===== src/sv/fbpa_pkg.sv =====
// ----------------------------------------------------------------------------
// fbpa_pkg
// Constants and shared types of the fixed block pool allocator.
// ----------------------------------------------------------------------------
package fbpa_pkg;

    localparam int NUM_POOLS       = 4;
    localparam int BLOCKS_PER_POOL = 64;
    localparam int PW = (NUM_POOLS > 1) ? $clog2(NUM_POOLS) : 1;
    localparam int BW = $clog2(BLOCKS_PER_POOL);
    localparam int CW = $clog2(2 * BLOCKS_PER_POOL);
    localparam int AW = PW + BW;
    localparam int MW = (NUM_POOLS > 1) ? $clog2(NUM_POOLS + 1) : 1;

    // Field widths of the stream items.
    localparam int FUNC_W   = 1;
    localparam int PIDX_W   = 2;
    localparam int BIDX_W   = 6;
    localparam int STATUS_W = 2;
    localparam int S_DATA_W = 16;
    localparam int M_DATA_W = 16;

    localparam logic [FUNC_W-1:0] FUNC_ALLOC = 1'b0;
    localparam logic [FUNC_W-1:0] FUNC_FREE  = 1'b1;

    localparam logic [STATUS_W-1:0] ST_OK       = 2'd0;
    localparam logic [STATUS_W-1:0] ST_OOM      = 2'd1;
    localparam logic [STATUS_W-1:0] ST_UNMAPPED = 2'd2;

    // Outcome of the evaluation cycle.
    typedef enum logic [1:0] {
        EV_DONE = 2'd0,
        EV_MAP  = 2'd1,
        EV_POP  = 2'd2
    } eval_kind_t;

    typedef struct packed {
        logic load_req;
        logic eval;
        logic init_step;
        logic pop;
        logic out_load;
    } fbpa_cmd_t;

    typedef struct packed {
        eval_kind_t kind;
        logic       init_last;
    } fbpa_sts_t;

endpackage


===== src/sv/fbpa_ctrl.sv =====
// ----------------------------------------------------------------------------
// fbpa_ctrl
// Sequencer of the allocator: accepts an item, steps the datapath, and holds
// the result channel's valid flag.
// ----------------------------------------------------------------------------
module fbpa_ctrl (
    input  logic               aclk,
    input  logic               aresetn,
    input  logic               s_tvalid,
    output logic               s_tready,
    output logic               m_tvalid,
    input  logic               m_tready,
    output fbpa_pkg::fbpa_cmd_t cmd,
    input  fbpa_pkg::fbpa_sts_t sts
);
    import fbpa_pkg::*;

    typedef enum logic [4:0] {
        S_IDLE = 5'b00001,
        S_EVAL = 5'b00010,
        S_INIT = 5'b00100,
        S_POP  = 5'b01000,
        S_DONE = 5'b10000
    } state_t;

    state_t state_reg, state_next;
    logic   m_tvalid_reg, m_tvalid_next;
    logic   out_free;

    assign out_free = !m_tvalid_reg || m_tready;
    assign s_tready = (state_reg == S_IDLE);
    assign m_tvalid = m_tvalid_reg;

    always_comb begin
        state_next    = state_reg;
        m_tvalid_next = m_tvalid_reg && !m_tready;
        cmd           = '0;
        case (state_reg)
            S_IDLE: begin
                if (s_tvalid) begin
                    cmd.load_req = 1'b1;
                    state_next   = S_EVAL;
                end
            end
            S_EVAL: begin
                cmd.eval = 1'b1;
                case (sts.kind)
                    EV_MAP:  state_next = S_INIT;
                    EV_POP:  state_next = S_POP;
                    default: state_next = S_DONE;
                endcase
            end
            S_INIT: begin
                cmd.init_step = 1'b1;
                if (sts.init_last) begin
                    state_next = S_POP;
                end
            end
            S_POP: begin
                cmd.pop    = 1'b1;
                state_next = S_DONE;
            end
            S_DONE: begin
                if (out_free) begin
                    cmd.out_load  = 1'b1;
                    m_tvalid_next = 1'b1;
                    state_next    = S_IDLE;
                end
            end
            default: state_next = S_IDLE;
        endcase
    end

    always_ff @(posedge aclk) begin
        if (!aresetn) begin
            state_reg    <= S_IDLE;
            m_tvalid_reg <= 1'b0;
        end else begin
            state_reg    <= state_next;
            m_tvalid_reg <= m_tvalid_next;
        end
    end

endmodule


===== src/sv/fbpa_dp.sv =====
// ----------------------------------------------------------------------------
// fbpa_dp
// Pool state, link memory and result registers of the allocator.
// ----------------------------------------------------------------------------
module fbpa_dp (
    input  logic                                 aclk,
    input  logic                                 aresetn,
    input  logic [fbpa_pkg::S_DATA_W-1:0]        s_tdata,
    output logic [fbpa_pkg::M_DATA_W-1:0]        m_tdata,
    input  fbpa_pkg::fbpa_cmd_t                  cmd,
    output fbpa_pkg::fbpa_sts_t                  sts
);
    import fbpa_pkg::*;

    // Latched request.
    logic              func_reg;
    logic [PIDX_W-1:0] pidx_reg;
    logic [BIDX_W-1:0] bidx_reg;

    // Pool bookkeeping.
    logic [NUM_POOLS-1:0] mapped_reg, mapped_next;
    logic [CW-1:0] count_reg [NUM_POOLS];
    logic [CW-1:0] count_next [NUM_POOLS];
    logic [BW-1:0] head_reg [NUM_POOLS];
    logic [BW-1:0] head_next [NUM_POOLS];
    logic [PW-1:0] order_reg [NUM_POOLS];
    logic [PW-1:0] order_next [NUM_POOLS];
    logic [MW-1:0] mcount_reg, mcount_next;
    logic [PW-1:0] cache_reg, cache_next, spare_reg, spare_next;
    logic          cache_v_reg, cache_v_next, spare_v_reg, spare_v_next;

    logic [PW-1:0] sel_reg, sel_next;
    logic [BW-1:0] init_reg;
    logic [STATUS_W-1:0] res_st_reg, res_st_next;
    logic [PW-1:0] res_p_reg, res_p_next;
    logic [BW-1:0] res_b_reg, res_b_next;
    logic [M_DATA_W-1:0] m_tdata_reg;

    // Link memory.
    logic [BW-1:0] link_mem [NUM_POOLS*BLOCKS_PER_POOL];
    logic          wr_en, rd_en;
    logic [AW-1:0] wr_addr, rd_addr;
    logic [BW-1:0] wr_data, rd_data_reg;

    // Evaluation helpers.
    logic          srch_hit, free_hit, free_ok, full_now;
    logic [PW-1:0] srch_p, free_p, alloc_p, fp, rel_pos;
    logic [BW-1:0] fb;
    logic [CW-1:0] cnt_inc, cnt_dec;
    logic          alloc_hit;
    eval_kind_t    kind;

    assign fp = pidx_reg[PW-1:0];
    assign fb = bidx_reg[BW-1:0];
    assign free_ok = (32'(pidx_reg) < NUM_POOLS) && mapped_reg[fp];

    // Newest-first search for a pool with free blocks, lowest unmapped slot.
    always_comb begin
        srch_hit = 1'b0;
        srch_p   = '0;
        free_hit = 1'b0;
        free_p   = '0;
        rel_pos  = '0;
        for (int i = NUM_POOLS - 1; i >= 0; i--) begin
            if ((32'(i) < 32'(mcount_reg)) && (count_reg[order_reg[i]] != '0)) begin
                srch_hit = 1'b1;
                srch_p   = order_reg[i];
            end
            if (!mapped_reg[i]) begin
                free_hit = 1'b1;
                free_p   = PW'(i);
            end
            if ((32'(i) < 32'(mcount_reg)) && (order_reg[i] == fp)) begin
                rel_pos = PW'(i);
            end
        end
    end

    always_comb begin
        if (cache_v_reg) begin
            alloc_hit = 1'b1;
            alloc_p   = cache_reg;
        end else if (spare_v_reg) begin
            alloc_hit = 1'b1;
            alloc_p   = spare_reg;
        end else begin
            alloc_hit = srch_hit;
            alloc_p   = srch_p;
        end
    end

    assign cnt_inc  = (count_reg[fp] < CW'(2 * BLOCKS_PER_POOL - 1)) ?
                      count_reg[fp] + 1'b1 : count_reg[fp];
    assign full_now = (cnt_inc == CW'(BLOCKS_PER_POOL));
    assign cnt_dec  = count_reg[sel_reg] - 1'b1;

    always_comb begin
        if (func_reg == FUNC_FREE) begin
            kind = EV_DONE;
        end else if (alloc_hit) begin
            kind = (count_reg[alloc_p] == '0) ? EV_DONE : EV_POP;
        end else if (free_hit) begin
            kind = EV_MAP;
        end else begin
            kind = EV_DONE;
        end
    end

    assign sts.kind      = kind;
    assign sts.init_last = (init_reg == BW'(BLOCKS_PER_POOL - 1));

    // State update for evaluate, link initialization and pop.
    always_comb begin
        mapped_next  = mapped_reg;
        count_next   = count_reg;
        head_next    = head_reg;
        order_next   = order_reg;
        mcount_next  = mcount_reg;
        cache_next   = cache_reg;
        cache_v_next = cache_v_reg;
        spare_next   = spare_reg;
        spare_v_next = spare_v_reg;
        sel_next     = sel_reg;
        res_st_next  = res_st_reg;
        res_p_next   = res_p_reg;
        res_b_next   = res_b_reg;
        wr_en        = 1'b0;
        wr_addr      = {fp, fb};
        wr_data      = head_reg[fp];
        rd_en        = 1'b0;
        rd_addr      = {alloc_p, head_reg[alloc_p]};

        if (cmd.eval) begin
            res_st_next = ST_OK;
            res_p_next  = '0;
            res_b_next  = '0;
            if (func_reg == FUNC_FREE) begin
                if (!free_ok) begin
                    res_st_next = ST_UNMAPPED;
                end else begin
                    wr_en         = 1'b1;
                    head_next[fp] = fb;
                    count_next[fp] = cnt_inc;
                    if (full_now) begin
                        if (spare_v_reg && (spare_reg != fp)) begin
                            // Release: drop it from the order list.
                            for (int i = 0; i < NUM_POOLS - 1; i++) begin
                                if (PW'(i) >= rel_pos) begin
                                    order_next[i] = order_reg[i+1];
                                end
                            end
                            mcount_next    = mcount_reg - 1'b1;
                            mapped_next[fp] = 1'b0;
                            count_next[fp]  = '0;
                            if (cache_v_reg && (cache_reg == fp)) begin
                                cache_v_next = 1'b0;
                            end
                        end else begin
                            spare_next   = fp;
                            spare_v_next = 1'b1;
                            cache_next   = fp;
                            cache_v_next = 1'b1;
                        end
                    end
                end
            end else begin
                case (kind)
                    EV_POP: begin
                        sel_next = alloc_p;
                        rd_en    = 1'b1;
                    end
                    EV_MAP: begin
                        sel_next             = free_p;
                        head_next[free_p]    = '0;
                        count_next[free_p]   = CW'(BLOCKS_PER_POOL);
                        mapped_next[free_p]  = 1'b1;
                        for (int i = 1; i < NUM_POOLS; i++) begin
                            order_next[i] = order_reg[i-1];
                        end
                        order_next[0] = free_p;
                        mcount_next   = mcount_reg + 1'b1;
                        spare_next    = free_p;
                        spare_v_next  = 1'b1;
                        cache_next    = free_p;
                        cache_v_next  = 1'b1;
                    end
                    default: res_st_next = ST_OOM;
                endcase
            end
        end

        if (cmd.init_step) begin
            wr_en   = 1'b1;
            wr_addr = {sel_reg, init_reg};
            wr_data = init_reg + 1'b1;
            if (sts.init_last) begin
                rd_en   = 1'b1;
                rd_addr = {sel_reg, head_reg[sel_reg]};
            end
        end

        if (cmd.pop) begin
            head_next[sel_reg]  = rd_data_reg;
            count_next[sel_reg] = cnt_dec;
            res_st_next         = ST_OK;
            res_p_next          = sel_reg;
            res_b_next          = head_reg[sel_reg];
            if (spare_v_reg && (spare_reg == sel_reg)) begin
                spare_v_next = 1'b0;
            end
            if (cnt_dec != '0) begin
                cache_next   = sel_reg;
                cache_v_next = 1'b1;
            end else begin
                cache_next   = spare_reg;
                cache_v_next = spare_v_next;
            end
        end
    end

    always_ff @(posedge aclk) begin
        if (wr_en) begin
            link_mem[wr_addr] <= wr_data;
        end
        if (rd_en) begin
            rd_data_reg <= link_mem[rd_addr];
        end
    end

    always_ff @(posedge aclk) begin
        if (!aresetn) begin
            mapped_reg  <= '0;
            mcount_reg  <= '0;
            cache_v_reg <= 1'b0;
            spare_v_reg <= 1'b0;
            for (int i = 0; i < NUM_POOLS; i++) begin
                count_reg[i] <= '0;
            end
        end else begin
            mapped_reg  <= mapped_next;
            mcount_reg  <= mcount_next;
            cache_v_reg <= cache_v_next;
            spare_v_reg <= spare_v_next;
            count_reg   <= count_next;
        end
    end

    always_ff @(posedge aclk) begin
        head_reg   <= head_next;
        order_reg  <= order_next;
        cache_reg  <= cache_next;
        spare_reg  <= spare_next;
        sel_reg    <= sel_next;
        res_st_reg <= res_st_next;
        res_p_reg  <= res_p_next;
        res_b_reg  <= res_b_next;
        if (cmd.eval) begin
            init_reg <= '0;
        end else if (cmd.init_step) begin
            init_reg <= init_reg + 1'b1;
        end
        if (cmd.load_req) begin
            func_reg <= s_tdata[0];
            pidx_reg <= s_tdata[2:1];
            bidx_reg <= s_tdata[8:3];
        end
        if (cmd.out_load) begin
            m_tdata_reg <= M_DATA_W'({BIDX_W'(res_b_reg), PIDX_W'(res_p_reg), res_st_reg});
        end
    end

    assign m_tdata = m_tdata_reg;

endmodule


===== src/sv/fixed_block_pool_allocator.sv =====
// ----------------------------------------------------------------------------
// fixed_block_pool_allocator
// Allocator of fixed-size blocks kept in pools with LIFO free lists.
// ----------------------------------------------------------------------------
//  Channel | Dir | Item contents (lowest bit first)
//  s_      | in  | func[0], pool_index[2:1], block_index[8:3]
//  m_      | out | status[1:0], granted_pool[3:2], granted_block[9:4]
//
// One item is worked on at a time. A free goes from evaluation straight to the
// result; an allocate from a mapped pool also passes a pop state, which waits
// on the registered read of the link memory. An allocate that maps a new pool
// first runs the link initialization sweep over all 64 blocks of the pool.
// Reset is synchronous and active low; it clears the pool map, counts and
// the cache and spare flags. A stalled result is held in the output register.
// ----------------------------------------------------------------------------
module fixed_block_pool_allocator (
    input  logic                              aclk,
    input  logic                              aresetn,
    input  logic                              s_tvalid,
    output logic                              s_tready,
    input  logic [fbpa_pkg::S_DATA_W-1:0]     s_tdata,  // func, pool_index, block_index
    output logic                              m_tvalid,
    input  logic                              m_tready,
    output logic [fbpa_pkg::M_DATA_W-1:0]     m_tdata   // status, granted_pool, granted_block
);
    import fbpa_pkg::*;

    // Commands from the sequencer, and the evaluation outcome back to it.
    fbpa_cmd_t cmd;
    fbpa_sts_t sts;

    // The sequencer owns the handshakes and steps through evaluate, link
    // initialization and pop.
    fbpa_ctrl u_ctrl (
        .aclk     (aclk),
        .aresetn  (aresetn),
        .s_tvalid (s_tvalid),
        .s_tready (s_tready),
        .m_tvalid (m_tvalid),
        .m_tready (m_tready),
        .cmd      (cmd),
        .sts      (sts)
    );

    // The datapath holds all pool state, the link memory and the result.
    fbpa_dp u_dp (
        .aclk    (aclk),
        .aresetn (aresetn),
        .s_tdata (s_tdata),
        .m_tdata (m_tdata),
        .cmd     (cmd),
        .sts     (sts)
    );

endmodule


===== config.mk =====
export PLATFORM = sky130hd
export DESIGN_NAME = fixed_block_pool_allocator
export DESIGN_NICKNAME = d
export VERILOG_FILES = /design/src/sv/fbpa_pkg.sv /design/src/sv/fbpa_ctrl.sv /design/src/sv/fbpa_dp.sv /design/src/sv/fixed_block_pool_allocator.sv
export SDC_FILE = /design/constraint.sdc
export NUM_CORES = 2
export LEC_CHECK = 0
export BUFFER_PORTS_ARGS = -buffer_cell sky130_fd_sc_hd__clkbuf_2
export CORE_UTILIZATION = 60
export CTS_CLUSTER_SIZE = 14
export DETAILED_ROUTE_END_ITERATION = 16
export PLACE_DENSITY = 0.85
export SYNTH_ARGS = -nofsm -noshare
export SYNTH_HDL_FRONTEND = slang
export SYNTH_SLANG_ARGS = --single-unit

===== constraint.sdc =====
create_clock -name aclk -period 14.7 [get_ports aclk]
set_clock_uncertainty 0.05 [all_clocks]
set_input_delay 2.94 -clock aclk [delete_from_list [all_inputs] [get_ports aclk]]
set_output_delay 2.94 -clock aclk [all_outputs]
set_load 0.1 [all_outputs]

== After elaboration in Yosys (flattened, before gate mapping) ==
Memory sizes are Yosys's and may differ from the RTL's. A register that Yosys moved wholly into a read port is not among the register bits.
Cells that the tools add are included.

* Bitwise gates (word level): 19
* Add/subtract/negate cells: 5
* Equal/unequal tests: 30
* Reductions and logical operators: 41
* Muxes and demuxes: 173
* $lt $le $gt $ge: 23

{| class="wikitable"
|+ Operators by type and width
! operator !! count
|-
| $mux W28 || 7
|-
| $mux W7 || 18
|-
| $mux W24 || 5
|-
| $bmux W7 S2 || 7
|-
| $mux W6 || 16
|-
| $mux W2 || 32
|-
| $bwmux W28 || 2
|-
| $mux W1 || 52
|-
| $and A24 B24 Y24 || 2
|-
| $bwmux W24 || 2
|-
| $not A24 Y24 || 2
|-
| $demux W7 S2 || 3
|-
| $bmux W6 S2 || 3
|-
| $demux W6 S2 || 3
|-
| $reduce_bool A7 Y1 || 5
|-
| $mux W8 || 4
|-
| $and A28 B28 Y28 || 1
|-
| $not A28 Y28 || 1
|-
| $pmux W5 S5 || 1
|-
| $ge A3 B3 Y1 const B || 8
|-
| $not A2 Y3 || 8
|-
| $mux W4 || 5
|-
| $reduce_and A5 Y1 || 4
|-
| $ne A2 B2 Y1 const B || 9
|-
| 46 further kinds || 91
|}

* Register bits: 116
* Memories kept: 1
* Memory bits (writable): 1536
* Output and inout bits: 18

{| class="wikitable"
|+ Memory list
! name !! depth !! width !! rd ports !! clocked after Yosys merged registers in !! wr ports !! RTL line !! RTL
|-
| u_dp.link_mem || 256 || 6 || 1 || 1 || 1 || fbpa_dp.sv:40 || <nowiki>logic [BW-1:0] link_mem [NUM_POOLS*BLOCKS_PER_POOL];</nowiki>
|}

== Depth between registers and ports, before layout ==
* Depth in word-level cells: 27
* Depth in mapped cells: 21
* Depth with buffers taken out: 19

== By module ==
From an unflattened synthesis, not the netlist that was laid out.

* Cells, all modules: 5218
* Area, all modules: 68871.1 µm²

{| class="wikitable"
|+ Modules (own cells, without submodules)
! module !! instances !! seq. area each (µm²) !! cells an instance !! area each (µm²)
|-
| fbpa_dp || 1 || 48916.9 || 5178 || 68517.0
|-
| fbpa_ctrl || 1 || 120.1 || 40 || 354.1
|}

== Worst setup path before layout ==
OpenSTA, ideal clock, no wires.

* Kind: register to register
* Start point: register u_ctrl.state_reg[4]
* End point: memory u_dp.link_mem[0][3] in the netlist's numbering, data pin
* Data arrival time: 11255 ps
* Buffers on the path: 3
* Path slack: 1209 ps
* Cell stages (with the launch flop): 7
* Setup time: 2187 ps
* Cell sequence: dfxtp_1 > nor3_1 > nand3b_1 > clkbuf_1 > clkbuf_1 > clkbuf_1 > o21ai_0

* Longest elaborated chain between the ends: 3

{| class="wikitable"
|+ RTL lines
! item !! RTL line !! RTL
|-
| start, declared || fbpa_ctrl.sv:26 || <nowiki>state_t state_reg, state_next;</nowiki>
|-
| start signal, assigned || fbpa_ctrl.sv:79 || <nowiki>state_reg <= state_next;</nowiki>
|-
| $eq A5 B3 Y1 || fbpa_ctrl.sv:38 || <nowiki>case (state_reg)</nowiki>
|-
| $mux W1 || fbpa_ctrl.sv:38 ||
|-
| $mux W6 || fbpa_dp.sv:192 || <nowiki>if (cmd.init_step) begin</nowiki>
|-
| net u_dp.wr_data[3] || fbpa_dp.sv:43 || <nowiki>logic [BW-1:0] wr_data, rd_data_reg;</nowiki>
|-
| end, declared || fbpa_dp.sv:40 ||
|}

The timed path passes the listed nets, and every way through them passes these cells.

== Worst setup path in the final report ==
* Start point: register u_dp.count_reg[10] in the netlist's numbering
* End point: register u_dp.rd_data_reg[5], read port of u_dp.link_mem, data pin

* Longest elaborated chain between the ends: 25
* Elaborated cells between the ends (all ways): 51
* Classes of those cells: eq/ne (1); mux (40); bitwise (1); reduce/logical (9)

{| class="wikitable"
|+ RTL lines
! item !! RTL line !! RTL
|-
| start, declared || fbpa_dp.sv:22 || <nowiki>logic [CW-1:0] count_reg [NUM_POOLS];</nowiki>
|-
| start signal, assigned || fbpa_dp.sv:244 || <nowiki>count_reg <= count_next;</nowiki>
|-
| $bmux W7 S2 || fbpa_dp.sv:65 || <nowiki>if ((32'(i) < 32'(mcount_reg)) && (count_reg[order_reg[i]] != '0)) begin</nowiki>
|-
| $mux W7 (not written as such) (2 in series) || fbpa_dp.sv:65 ||
|-
| $reduce_bool A7 Y1 || fbpa_dp.sv:65 ||
|-
| $logic_and A1 B1 Y1 || fbpa_dp.sv:65 ||
|-
| $mux W2 (4 in series) || fbpa_dp.sv:65 ||
|-
| $mux W2 || fbpa_dp.sv:83 || <nowiki>end else if (spare_v_reg) begin</nowiki>
|-
| $mux W2 || fbpa_dp.sv:80 || <nowiki>if (cache_v_reg) begin</nowiki>
|-
| $not A2 Y3 (not written as such) || fbpa_dp.sv:101, fbpa_dp.sv:131 ||
|-
| [5 not listed] || -- ||
|-
| $mux W2 || fbpa_dp.sv:100 || <nowiki>end else if (alloc_hit) begin</nowiki>
|-
| $mux W2 || fbpa_dp.sv:98 || <nowiki>if (func_reg == FUNC_FREE) begin</nowiki>
|-
| $eq A2 B2 Y1 || fbpa_dp.sv:167 || <nowiki>case (kind)</nowiki>
|-
| $mux W1 || fbpa_dp.sv:167 ||
|-
| $mux W1 || fbpa_dp.sv:137 || <nowiki>if (func_reg == FUNC_FREE) begin</nowiki>
|-
| $mux W1 || fbpa_dp.sv:133 || <nowiki>if (cmd.eval) begin</nowiki>
|-
| $mux W1 || fbpa_dp.sv:196 || <nowiki>if (sts.init_last) begin</nowiki>
|-
| $mux W1 || fbpa_dp.sv:192 ||
|-
| end, declared || fbpa_dp.sv:43 ||
|}

Several ways; a longest one is shown, not always the timed one. The select of a mux whose other input is x is not followed.
A chain may end at the register's enable or synchronous reset.

==> results.txt <==
----------------------------------------------------
[Global route]
  Routing usage on met3 ... 0.0858
  Met2 demand-to-capacity share in global routing ... 0.481
  Pin count of the biggest net entering global routing ... 217
  Number of antenna violations at the first check in global routing ... 10
  Overflow after GRT ... 0
  GR Layer Usage met1 ... 0.400
  Wire length of the first global-routing pass ... 268000 microns
  GR peak layer ... met2
  Global Route Usage Sum ... 0.310
  Vias in the first global route ... 43700

[Timing]
  Worst slew margin relative to its limit ... 0.120
  Tcrit/Tclk final ... 0.547
  Setup repair after global routing missed its margin ... false
  Worst Hold Margin ... 0.373 ns
  Post-layout minimum cycle time ... 8.04 ns
  Measured slew at the worst slew-check pin ... 1.31 ns
  Maximum clock frequency ... 124 MHz
  Final number of max-transition violations ... 0
  Setup Viol. Count Final ... 0
  Final hold violation count ... 0
  Final sum of negative setup slack ... 0 ns

[Run]
  Reported max-cap violation count ... 0

[Worst setup path]
  Worst reg2reg setup slack ... 6.66 ns
  Crit. Startpoint ... u_dp.count_reg[10]
  Data required time of the critical path ... 15.08 ns
  CP max FO ... 175
  Crit path kind ... register to register
  Slowest library cell on the worst path ... buf_4
  Cell with the most instances on the worst path ... nor4_1
  Capture point of the critical path ... u_dp.rd_data_reg[5]
  Kind of end point of the critical path ... register
  Critical path depth in cells ... 18
  Source of the worst register-to-register timing path ... u_dp.count_reg[10]
  Series of cell instances along the critical path ... nor4_1, nand2_1, o2111ai_1, o311ai_2, a2111oi_4, o21ai_2, o31a_2, o21ai_4, buf_4, buf_12, buf_4, mux2i_1, o22ai_1, nor4_1, a311o_1, o31ai_1, nor4_1, nand4_1
  Worst reg2reg endpoint ... u_dp.rd_data_reg[5]
  Sum of buffers and inverters on the critical path ... 3
  Number of cells traversed by the worst register-to-register path ... 18
  Gate family responsible for the most delay along the worst path ... simple AND/OR/NAND/NOR gates
  Worst stage delay on the critical path ... 0.89 ns
  CP arrival ... 8.41 ns
  Critical path launch point type ... register

[Clock network]
  Post-cts repair resize count ... 0
  Number of hold buffers added after cts ... 0
  Clock tree sinks ... 1658
  Clock transition at the registers of the reported paths ... 0.06 ns
  CTS tree ... yes
  Worst skew pair latency ... 0.78 ns
  Post-CTS setup buffers ... 0
  Maximum level of the CTS H-tree ... 4
  Number of buffers added by the clock tree synthesis step ... 158
  Deepest clock path buffer count ... 3
  Root buf cell ... clkbuf_16

[Power and ir drop]
  Leakage power total ... 25.4 nW
  Power density relative to cell area ... 125 nW/um^2
  Overall power ... 0.00939 W
  Worst VDD drop ... 0.137 mV

[Final layout]
  Flip-flop count of the largest register after layout ... 1536
  Fraction of layout cells with a size suffix above 1 ... 0.0911
  Final instance area ... 74900 sq um
  Final net count ... 5070
  FILL cells ... 7176
  Area taken by flip-flops and latches ... 49000 sq um
  Relative area change from synthesis to final layout ... 9.10%
  Total area of multi-input combinational cells ... 18100 sq um

[Routing]
  Remaining number of nets flagged by the antenna check after routing ... 0
  Average wire per cell in the routed design ... 27.3 microns
  Total routed wirelength ... 182000 microns
  Total number of vias ... 45500
  Number of DRC violations after detailed-routing iteration 0 ... 7999
  DRC violations left ... 0
  Per-cell via count in the routed design ... 6.82
  Router iterations before antenna repair ... 9

[Synth]
  Portion of the post-synthesis area used by sequential elements ... 0.715
  Number of distinct library cells after synthesis ... 86
  Cell area after technology mapping ... 68600 sq um
  Top-area cell type share of the netlist area ... 0.693
  Synthesis warning total ... 0
  Post-synth EDFFs ... 1583
  Synthesized area per cell ... 13.5 sq um
  Asr flop ratio synth ... 0
  Register bit total from synthesis ... 1658
  Primary FF master, synth ... edfxtp_1
  Number of instances in the synthesized netlist ... 5093
  Top cell type by total area after synthesis ... edfxtp_1
  Most area-consuming cells after synthesis ... edfxtp_1 69%, nand2_1 6.0%, mux2i_1 4.0%, dfxtp_1 2.2%, a21oi_1 2.2%

[Hold path]
  Class of the most critical hold timing path ... register to register

[Die]
  Effective utilization at floorplan ... 0.608
  Core footprint ... 113000 sq um
  Number of core rows ... 123
  Number of top-level pins ... 38
  Vertical die dimension ... 340 microns
  Die Area ... 116000 sq um
  Floorplan die width ... 340 microns

[Outcome]
  Status ... complete, no violations

[Placement]
  Final Wtd Congestion ... 0.935
  HPWL reported at the end of detailed placement ... 103000 microns
  Count of input and output buffers ... 24
  Placed cell areas ... 69900 sq um

----------------------------------------------------
how the worst min path moves through the flow:
| stage | from | cells past startpoint | to | slack [ns] |
|---|---|---|---|---|
| after floorplan | u_dp.res_p_reg[0] | 0 | u_dp.m_tdata[2] | 0.35 |
| after global placement | u_dp.res_b_reg[0] | 0 | u_dp.m_tdata[4] | 0.35 |
| after detailed placement | u_dp.res_b_reg[3] | 0 | u_dp.m_tdata[7] | 0.36 |
| after CTS | u_dp.res_b_reg[3] | 0 | u_dp.m_tdata[7] | 0.37 |
| after global routing | u_dp.res_b_reg[3] | 0 | u_dp.m_tdata[7] | 0.38 |
| final | u_dp.res_b_reg[3] | 0 | u_dp.m_tdata[7] | 0.37 |
logic make-up (layout without fill, tap and decap cells):
kind of cell / Yosys count / after routing / synth area share
AO/OA/AOI/OAI: 763 / 763 / 0.0706
multiplexers: 378 / 378 / 0.0666
buffers and inverters: 347 / 417 / 0.0251
other: 1 / 11 / 0.0000546
flip-flops: 1658 / 1658 / 0.715
adder cells (fa/ha/maj): 9 / 9 / 0.00164
XOR/XNOR: 30 / 30 / 0.00383
AND/OR/NAND/NOR: 1907 / 1907 / 0.118
Yosys cell counts, types with 59 or more instances:
| cell type | count |
|---|---|
| nand3_1 | 198 |
| o22ai_1 | 77 |
| clkbuf_1 | 142 |
| dfxtp_1 | 75 |
| nor3_1 | 66 |
| o21ai_0 | 108 |
| nand2_1 | 1089 |
| a31oi_1 | 59 |
| edfxtp_1 | 1583 |
| a21oi_1 | 297 |
| mux2i_1 | 276 |
| buf_2 | 86 |
| nor2_1 | 357 |
power breakdown:
part	leakage, nW	internal, W	switching (W)	total (W)
registers	13.8	0.00512	0.0000129	0.00513
logic	9.16	0.0000859	0.000226	0.000311
clock network	2.41	0.00218	0.00177	0.00395
through the flow:
step,instances,util,worst slack [ns]
6_report,6673,0.663,6.66
5_1_grt,6668,0.663,6.45
4_1_cts,6668,0.663,6.85
3_5_place_dp,6381,0.619,6.96
3_3_place_gp,6381,0.619,6.98
2_1_floorplan,5098,-,1.21
layout make-up:
type	instances	share of cell area
Timing Repair Buffer	107	0.0108
Clock inverter	92	0.0117
Antenna cell	5	0.000167
Sequential cell	1658	0.655
Clock buffer	195	0.0547
Multi-Input combinational cell	3093	0.242
Inverter	23	0.00115
Tap cell	1500	0.0251
routing by layer:
metal  up-vias  share of wire
li1      19000              -
met1     21800           0.34
met2      3970           0.46
met3       780           0.14
met4        18          0.061
met5         -        0.00063
worst reg2reg max path, stage by stage, from the launching register on:
cell	delay (ns)
dfxtp_1	0.35
nor4_1	0.61
nand2_1	0.27
o2111ai_1	0.42
o311ai_2	0.21
a2111oi_4	0.57
o21ai_2	0.24
o31a_2	0.44
o21ai_4	0.08
buf_4	0.50
buf_12	0.74
buf_4	0.95
mux2i_1	0.31
o22ai_1	0.12
nor4_1	0.52
a311o_1	0.21
o31ai_1	0.07
nor4_1	0.70
nand4_1	0.33
layout by cell type (no fill, tap or decap), types with 75 or more instances in the layout:
master	instances
a21oi_1	297
buf_4	78
clkbuf_16	158
dfxtp_1	75
edfxtp_1	1583
mux2i_1	276
nand2_1	1086
nand3_1	198
nor2_1	354
o21ai_0	102
o22ai_1	77
Power figures use the tool's default switching activity.
